--- config.mk ---
export PLATFORM = sky130hd
export DESIGN_NAME = glucose_threshold_crossing_alarm_unit
export DESIGN_NICKNAME = d
export VERILOG_FILES = /design/src/design/gtca_pkg.sv /design/src/design/glucose_threshold_crossing_alarm_unit.sv /design/src/design/gtca_cfg_regs.sv /design/src/design/gtca_core.sv
export SDC_FILE = /design/constraint.sdc
export NUM_CORES = 1
export LEC_CHECK = 0
export ABC_AREA = 0
export BUFFER_PORTS_ARGS = -buffer_cell sky130_fd_sc_hd__clkbuf_2
export CAP_MARGIN = 10
export CORE_ASPECT_RATIO = 1.5
export CORE_MARGIN = 5
export CORE_UTILIZATION = 32
export DETAILED_ROUTE_END_ITERATION = 16
export GPL_TIMING_DRIVEN = 0
export HOLD_SLACK_MARGIN = 0.1
export MAX_ROUTING_LAYER = met4
export PLACE_DENSITY = 0.53
export SETUP_SLACK_MARGIN = 0.3
export SLEW_MARGIN = 10
export SYNTH_ARGS = -nofsm -noshare
export SYNTH_HDL_FRONTEND = slang
export SYNTH_SLANG_ARGS = --single-unit
--- constraint.sdc ---
create_clock -name clk_i -period 4.26 [get_ports clk_i]
set_input_delay 0.852 -clock clk_i [delete_from_list [all_inputs] [get_ports clk_i]]
set_output_delay 0.852 -clock clk_i [all_outputs]
set_load 0.02 [all_outputs]
--- src/design/gtca_pkg.sv ---
`default_nettype none
package gtca_pkg;

  localparam int GlucoseW = 16;
  localparam int ThreshW  = 15;
  localparam int VibeW    = 3;
  localparam int SecW     = 8;
  localparam int CfgIdxW  = 3;
  localparam int CfgDataW = 15;

  typedef enum logic [CfgIdxW-1:0] {
    REG_ALARMS_EN  = 3'd0,
    REG_HIGH_THR   = 3'd1,
    REG_LOW_THR    = 3'd2,
    REG_HIGH_VIBE  = 3'd3,
    REG_LOW_VIBE   = 3'd4,
    REG_HIGH_SEC   = 3'd5,
    REG_LOW_SEC    = 3'd6
  } cfg_reg_e;

  localparam logic REQ_TICK = 1'b1;

  localparam logic [VibeW-1:0] VIBE_NONE = 3'd0;
  localparam logic [VibeW-1:0] VIBE_MIN  = 3'd1;
  localparam logic [VibeW-1:0] VIBE_MAX  = 3'd4;

  localparam logic                RST_ALARMS_EN = 1'b0;
  localparam logic [ThreshW-1:0]  RST_HIGH_THR  = 15'd180;
  localparam logic [ThreshW-1:0]  RST_LOW_THR   = 15'd70;
  localparam logic [VibeW-1:0]    RST_HIGH_VIBE = 3'd1;
  localparam logic [VibeW-1:0]    RST_LOW_VIBE  = 3'd1;
  localparam logic [SecW-1:0]     RST_HIGH_SEC  = 8'd5;
  localparam logic [SecW-1:0]     RST_LOW_SEC   = 8'd5;
  localparam logic [GlucoseW-1:0] PREV_RESET    = 16'hFFFF;

  typedef struct packed {
    logic                alarms_en;
    logic [ThreshW-1:0]  high_thr;
    logic [ThreshW-1:0]  low_thr;
    logic [VibeW-1:0]    high_vibe;
    logic [VibeW-1:0]    low_vibe;
    logic [SecW-1:0]     high_sec;
    logic [SecW-1:0]     low_sec;
  } cfg_t;

  typedef struct packed {
    logic wr;
    logic halt;
  } cfg_evt_t;

  typedef struct packed {
    logic             play;
    logic [VibeW-1:0] play_type;
    logic             cancel;
    logic [SecW-1:0]  seconds_left;
    logic [VibeW-1:0] active_type;
  } result_t;

endpackage
`default_nettype wire

--- src/design/glucose_threshold_crossing_alarm_unit.sv ---
`default_nettype none
// A word enters the input register; its result then goes to the result register.
// Throughput: one word per cycle when not stalled; the two registers part the sides.
// A stalled result holds the pipeline; the input register still takes one word.
// Reset clears the valid flags, the alarm countdown and the stored reading (to minus one)
// and loads the configuration defaults.
module glucose_threshold_crossing_alarm_unit
  import gtca_pkg::*;
(
  input  wire logic                clk_i,
  input  wire logic                rst_ni,
  input  wire logic                in_valid_i,
  output logic                     in_stall_o,
  input  wire logic                req_type_i,
  input  wire logic [GlucoseW-1:0] glucose_i,
  output logic                     out_valid_o,
  input  wire logic                out_stall_i,
  output logic                     play_o,
  output logic [VibeW-1:0]         play_type_o,
  output logic                     cancel_o,
  output logic [SecW-1:0]          seconds_left_o,
  output logic [VibeW-1:0]         active_type_o,
  input  wire logic                cfg_we_i,
  input  wire logic [CfgIdxW-1:0]  cfg_index_i,
  input  wire logic [CfgDataW-1:0] cfg_data_i
);

  logic                in_valid_q;
  logic                req_q;
  logic [GlucoseW-1:0] glucose_q;
  logic                out_valid_q;
  result_t             res_q;
  result_t             res;
  cfg_t                cfg;
  cfg_evt_t            evt;
  logic                advance, fire, in_load;

  assign advance = !out_valid_q || !out_stall_i;
  assign fire    = in_valid_q && advance;
  assign in_load = !in_valid_q || advance;

  gtca_cfg_regs u_cfg (
    .clk_i,
    .rst_ni,
    .cfg_we_i,
    .cfg_index_i,
    .cfg_data_i,
    .cfg_o (cfg),
    .evt_o (evt)
  );

  gtca_core u_core (
    .clk_i,
    .rst_ni,
    .fire_i     (fire),
    .req_type_i (req_q),
    .glucose_i  (glucose_q),
    .cfg_i      (cfg),
    .evt_i      (evt),
    .res_o      (res)
  );

  always_ff @(posedge clk_i or negedge rst_ni) begin
    if (!rst_ni) begin
      in_valid_q  <= 1'b0;
      out_valid_q <= 1'b0;
    end else begin
      if (in_load) begin
        in_valid_q <= in_valid_i;
      end
      if (advance) begin
        out_valid_q <= in_valid_q;
      end
    end
  end

  always_ff @(posedge clk_i) begin
    if (in_load && in_valid_i) begin
      req_q     <= req_type_i;
      glucose_q <= glucose_i;
    end
    if (fire) begin
      res_q <= res;
    end
  end

  assign in_stall_o     = !in_load;
  assign out_valid_o    = out_valid_q;
  assign play_o         = res_q.play;
  assign play_type_o    = res_q.play_type;
  assign cancel_o       = res_q.cancel;
  assign seconds_left_o = res_q.seconds_left;
  assign active_type_o  = res_q.active_type;

endmodule
`default_nettype wire

--- src/design/gtca_cfg_regs.sv ---
`default_nettype none
module gtca_cfg_regs
  import gtca_pkg::*;
(
  input  wire logic                clk_i,
  input  wire logic                rst_ni,
  input  wire logic                cfg_we_i,
  input  wire logic [CfgIdxW-1:0]  cfg_index_i,
  input  wire logic [CfgDataW-1:0] cfg_data_i,
  output cfg_t                     cfg_o,
  output cfg_evt_t                 evt_o
);

  cfg_t cfg_q, cfg_d;
  logic hit;

  always_comb begin
    cfg_d = cfg_q;
    hit   = 1'b0;
    if (cfg_we_i) begin
      hit = 1'b1;
      case (cfg_reg_e'(cfg_index_i))
        REG_ALARMS_EN: cfg_d.alarms_en = cfg_data_i[0];
        REG_HIGH_THR:  cfg_d.high_thr  = cfg_data_i[ThreshW-1:0];
        REG_LOW_THR:   cfg_d.low_thr   = cfg_data_i[ThreshW-1:0];
        REG_HIGH_VIBE: cfg_d.high_vibe = cfg_data_i[VibeW-1:0];
        REG_LOW_VIBE:  cfg_d.low_vibe  = cfg_data_i[VibeW-1:0];
        REG_HIGH_SEC:  cfg_d.high_sec  = cfg_data_i[SecW-1:0];
        REG_LOW_SEC:   cfg_d.low_sec   = cfg_data_i[SecW-1:0];
        default:       hit = 1'b0;
      endcase
    end
  end

  always_ff @(posedge clk_i or negedge rst_ni) begin
    if (!rst_ni) begin
      cfg_q.alarms_en <= RST_ALARMS_EN;
      cfg_q.high_thr  <= RST_HIGH_THR;
      cfg_q.low_thr   <= RST_LOW_THR;
      cfg_q.high_vibe <= RST_HIGH_VIBE;
      cfg_q.low_vibe  <= RST_LOW_VIBE;
      cfg_q.high_sec  <= RST_HIGH_SEC;
      cfg_q.low_sec   <= RST_LOW_SEC;
    end else begin
      cfg_q <= cfg_d;
    end
  end

  assign cfg_o      = cfg_q;
  assign evt_o.wr   = hit;
  assign evt_o.halt = hit && !cfg_d.alarms_en;

endmodule
`default_nettype wire

--- src/design/gtca_core.sv ---
`default_nettype none
module gtca_core
  import gtca_pkg::*;
(
  input  wire logic                clk_i,
  input  wire logic                rst_ni,
  input  wire logic                fire_i,
  input  wire logic                req_type_i,
  input  wire logic [GlucoseW-1:0] glucose_i,
  input  wire cfg_t                cfg_i,
  input  wire cfg_evt_t            evt_i,
  output result_t                  res_o
);

  logic [GlucoseW-1:0] prev_q, prev_d;
  logic [SecW-1:0]     plays_q, plays_d;
  logic [VibeW-1:0]    run_q, run_d;

  logic signed [GlucoseW-1:0] bg, prev, hi, lo;
  logic                       prev_high, prev_low, start_high, start_low;
  logic [VibeW-1:0]           st_type;
  logic [SecW-1:0]            st_count;
  logic [SecW-1:0]            dec;
  logic                       tick_play;

  assign bg   = signed'(glucose_i);
  assign prev = signed'(prev_q);
  assign hi   = signed'({1'b0, cfg_i.high_thr});
  assign lo   = signed'({1'b0, cfg_i.low_thr});

  assign prev_high  = prev > hi;
  assign prev_low   = prev < lo;
  assign start_high = (bg > 0) && (prev > 0) && !prev_high && (bg > hi);
  assign start_low  = (bg > 0) && (prev > 0) && !start_high && !prev_low && (bg < lo);
  assign st_type    = start_high ? cfg_i.high_vibe : cfg_i.low_vibe;
  assign st_count   = start_high ? cfg_i.high_sec : cfg_i.low_sec;
  assign dec        = plays_q - SecW'(1);
  assign tick_play  = (run_q >= VIBE_MIN) && (run_q <= VIBE_MAX);

  always_comb begin
    prev_d    = prev_q;
    plays_d   = plays_q;
    run_d     = run_q;
    res_o     = '0;
    if (req_type_i == REQ_TICK) begin
      if (plays_q != '0) begin
        res_o.play      = tick_play;
        res_o.play_type = tick_play ? run_q : VIBE_NONE;
        plays_d         = dec;
        if (dec == '0) begin
          run_d = VIBE_NONE;
        end
      end
    end else begin
      prev_d = glucose_i;
      if (!cfg_i.alarms_en) begin
        plays_d      = '0;
        run_d        = VIBE_NONE;
        res_o.cancel = 1'b1;
      end else if (start_high || start_low) begin
        res_o.cancel = 1'b1;
        if (st_type == VIBE_NONE || st_count == '0) begin
          plays_d = '0;
          run_d   = VIBE_NONE;
        end else begin
          res_o.play      = (st_type >= VIBE_MIN) && (st_type <= VIBE_MAX);
          res_o.play_type = res_o.play ? st_type : VIBE_NONE;
          plays_d         = st_count - SecW'(1);
          run_d           = (plays_d == '0) ? VIBE_NONE : st_type;
        end
      end
    end
    res_o.seconds_left = plays_d;
    res_o.active_type  = run_d;
  end

  always_ff @(posedge clk_i or negedge rst_ni) begin
    if (!rst_ni) begin
      prev_q  <= PREV_RESET;
      plays_q <= '0;
      run_q   <= VIBE_NONE;
    end else if (evt_i.wr) begin
      prev_q <= PREV_RESET;
      if (evt_i.halt) begin
        plays_q <= '0;
        run_q   <= VIBE_NONE;
      end
    end else if (fire_i) begin
      prev_q  <= prev_d;
      plays_q <= plays_d;
      run_q   <= run_d;
    end
  end

endmodule
`default_nettype wire
==> flow_summary_export.csv <==
group,metric,value,unit
place,dp_cells,977,
setup_path,crit_family,"simple AND/OR/NAND/NOR gates",
setup_path,crit_required,4.55,ns
place,dpl.hpwl,13800,um
synthesis,synthTopCellsByArea,"dfrtp_1 (20%), edfxtp_1 (15%), ha_1 (12%)",
detailed_routing,wl_per_cell,17.8,um
setup_path,start_kind,"flop",
synthesis,synth-seq-cells,115,
detailed_routing,drtIter0Drc,268,
setup_path,cp_common_cell,"o21ai_2",
power,power_density,518,mW/mm^2
timing,slew_viol_final,0,
floorplanning,die_y,187,um
clock_tree,cts_tree,"yes",
timing,fin_ws,0.352,ns
timing,fin_setup_tns,0,ns
setup_path,crit_path_end_kind,"flop",
timing,fin_crit,3.91,ns
status,outcome,"completed",
timing,fmax,0.256,GHz
synthesis,synth_nets,762,
min_path,hold_path_class,"input pin to asynchronous set/reset pin",
detailed_routing,routed_wl,18300,um
timing,fin_crit_sh,91.7,%
cells_and_area,final_cell_mix,"nand2_1 (93), ha_1 (55), dfrtp_1 (53), clkbuf_2 (53), o21ai_0 (46)",
setup_path,crit_type,"flop to flop",
synthesis,yosysUniqueCellTypes,57,
timing,hold_viol,0,
setup_path,slowest_stage,"edfxtp_1",
cells_and_area,stdcell_count,1032,
detailed_routing,via_per_inst,5.03,
global_routing,grt_pass1_vias,5428,
timing,timing.hold.ws,0.475,ns
place,dp_slack,-0.313,ns
synthesis,ys.warnings.count,0,
floorplanning,floorplan.initialDensity,32.6,%
power,leakage,0.00358,uW
global_routing,grt_usage,16.4,%
cells_and_area,drive_above_1_share,27.6,%
synthesis,syn_avg_cell_area,10.2,um^2
cells_and_area,nNetsFinal,859,
setup_path,cpPeakStageDelay,0.48,ns
global_routing,antenna_found_initial,0,
detailed_routing,drc,0,
clock_tree,root_buffer,"clkbuf_16",
timing,final-setup-viol-count,0,
synthesis,syn_inst,658,
clock_tree,clkSlewWorstSetupHoldPaths,0.05,ns
floorplanning,rows,64,
synthesis,synth_top_area_cell,"dfrtp_1",
clock_tree,clk_latency,0.41,ns
run,maxCapViolCount,0,
clock_tree,cts.path.max_buffers,2,
global_routing,grt_pass1_wl,29400,um
timing,slew_headroom,40.8,%
setup_path,crit_fanout,5,
place,gp_congestion,0.837,
clock_tree,hold_buffers,0,
power,vdd_drop_max,0.253,mV
global_routing,gr-total-overflow,0,
clock_tree,numClockSinks,115,
cells_and_area,syn_to_final_growth,25.1,%
timing,rsz0062_at_grt,"true",
synthesis,synth-edff-count,33,
synthesis,netlist.area_leader.share,19.8,%
cells_and_area,n_antenna_cell,0,
place,port_buffers,54,
detailed_routing,ant_nets,0,
cells_and_area,layout_commonest_cell,"nand2_1",
detailed_routing,vias,5189,
global_routing,grt_max_degree,46,
setup_path,crit_buf_inv,2,
synthesis,synth_area,0.00669,mm^2
floorplanning,die_w,128,um
synthesis,seq_area_frac_synth,46.0,%
synthesis,synthFlopType,"dfrtp_1",
floorplanning,ios,58,
setup_path,worstPathCellList,"ha_1 -> nand2_4 -> nor4_4 -> o21ai_2 -> a221oi_2 -> o21ai_2 -> buf_6 -> mux2i_4 -> ha_4 -> buf_8 -> nand2_2 -> or3_4 -> xor2_4 -> nand3_2 -> mux2_4 -> o22ai_4 -> nand2b_4 -> o2bb2ai_2",
clock_tree,htree_levels,4,
timing,tightest_slew,0.883,ns
floorplanning,core_area,0.0205,mm^2
synthesis,async_flop_share,71.3,%
timing,skew,0.00640,ns
floorplanning,fp.dieArea,0.0240,mm^2
detailed_routing,dr.pass1.iters,4,
clock_tree,cts_buffers,17,
setup_path,arrival,4.20,ns
cells_and_area,final_util,40.8,%
-- cell type report --
type / instances / area [um^2]
clock buffer: 27 / 504
tap: 264 / 330
sequential: 115 / 3080
inverter: 41 / 159
buffer: 19 / 97.6
clock inverter: 5 / 50.0
timing repair buffer: 78 / 485
multi-input combinational: 483 / 3660
fill: 2083 / 12100
-- routing by layer --
metal / up-vias / routed length [um] / track usage, %
li1: 2566 / - / -
met1: 2460 / 7000 / 16.9
met2: 113 / 10000 / 29.4
met3: 50 / 541 / 3.14
met4: 0 / 760 / 7.80
met5: - / 0 / -
-- through the flow --
stage          instance area [um^2]  total power (uW)
2_1_floorplan                  6700              2490
3_3_place_gp                   7300              2860
3_5_place_dp                   7330              2880
4_1_cts                        8240              4340
5_1_grt                        8370              4630
6_report                       8370              4340
-- synthesized netlist by cell type, types with 4 or more instances --
cell type	instances
a21oi_1	27
o21a_1	4
edfxtp_1	33
xnor2_1	9
nand3_1	25
a21o_1	7
o2bb2ai_1	4
nor2_1	22
or3_1	8
a211o_1	4
o211ai_1	7
o21ai_0	48
nand2_1	100
nor3_1	24
nand2b_1	12
a31oi_1	4
dfstp_2	29
mux2_2	25
nor3b_1	5
a211oi_1	6
ha_1	64
dfrtp_1	53
inv_1	41
nand4_1	8
nor4_1	6
clkbuf_1	17
nand4b_1	5
xor2_1	10
mux2i_1	9
-- worst reg2reg max path, delay by kind of cell, from the launching register on --
kind,cells,cell delay [ns]
AO/OA/AOI/OAI,5,0.78
XOR/XNOR,1,0.17
adder cells (fa/ha/maj),2,0.53
buffers and inverters,2,0.26
flip-flops,1,0.48
multiplexers,2,0.48
AND/OR/NAND/NOR,6,1.09
-- cell families after synthesis --
logic type,Yosys count,synth area share [%]
multiplexers,34,5.55
flip-flops,115,46.0
buffers and inverters,60,3.44
AO/OA/AOI/OAI,135,13.2
XOR/XNOR,19,2.49
AND/OR/NAND/NOR,231,17.3
adder cells (fa/ha/maj),64,12.0
-- registers in the layout, indices dropped and copies added (netlist names) --
name	count
u_cfg.cfg_o	53
glucose_q	16
u_core.prev	16
seconds_left_o	8
u_core.plays_q	8
active_type_o	3
play_type_o	3
u_core.run_q	3
cancel_o	1
in_valid_q	1
out_valid_o	1
play_o	1
req_q	1
-- power by group --
part           total, uW  internal, uW  leakage [uW]  switching (uW)
logic               1410           596       0.00202             817
clock network       1340           863      0.000274             479
registers           1580          1400       0.00128             185
total               4340          2860       0.00358            1480
-- final timing paths --
path                               from                end  slack, ns  cells after the start
max                        glucose_q[6]    u_core.run_q[1]       0.35                     18
min                              rst_ni  u_core.plays_q[4]       0.47                      1
max reg2reg                glucose_q[6]    u_core.run_q[1]       0.35                     18
min reg2reg                  in_valid_q        out_valid_o       0.48                      1
max in group asynchronous        rst_ni    u_core.prev[10]       3.06                      2
min in group clk_i           in_valid_q        out_valid_o       0.48                      1
-- repair_timing --
action,4_1_cts,5_1_grt
endpoints found under the setup margin,25,23
resized for setup,43,14
pin swaps,10,12
buffers inserted,16,7
No activity file was read; power rests on OpenSTA's default activity.
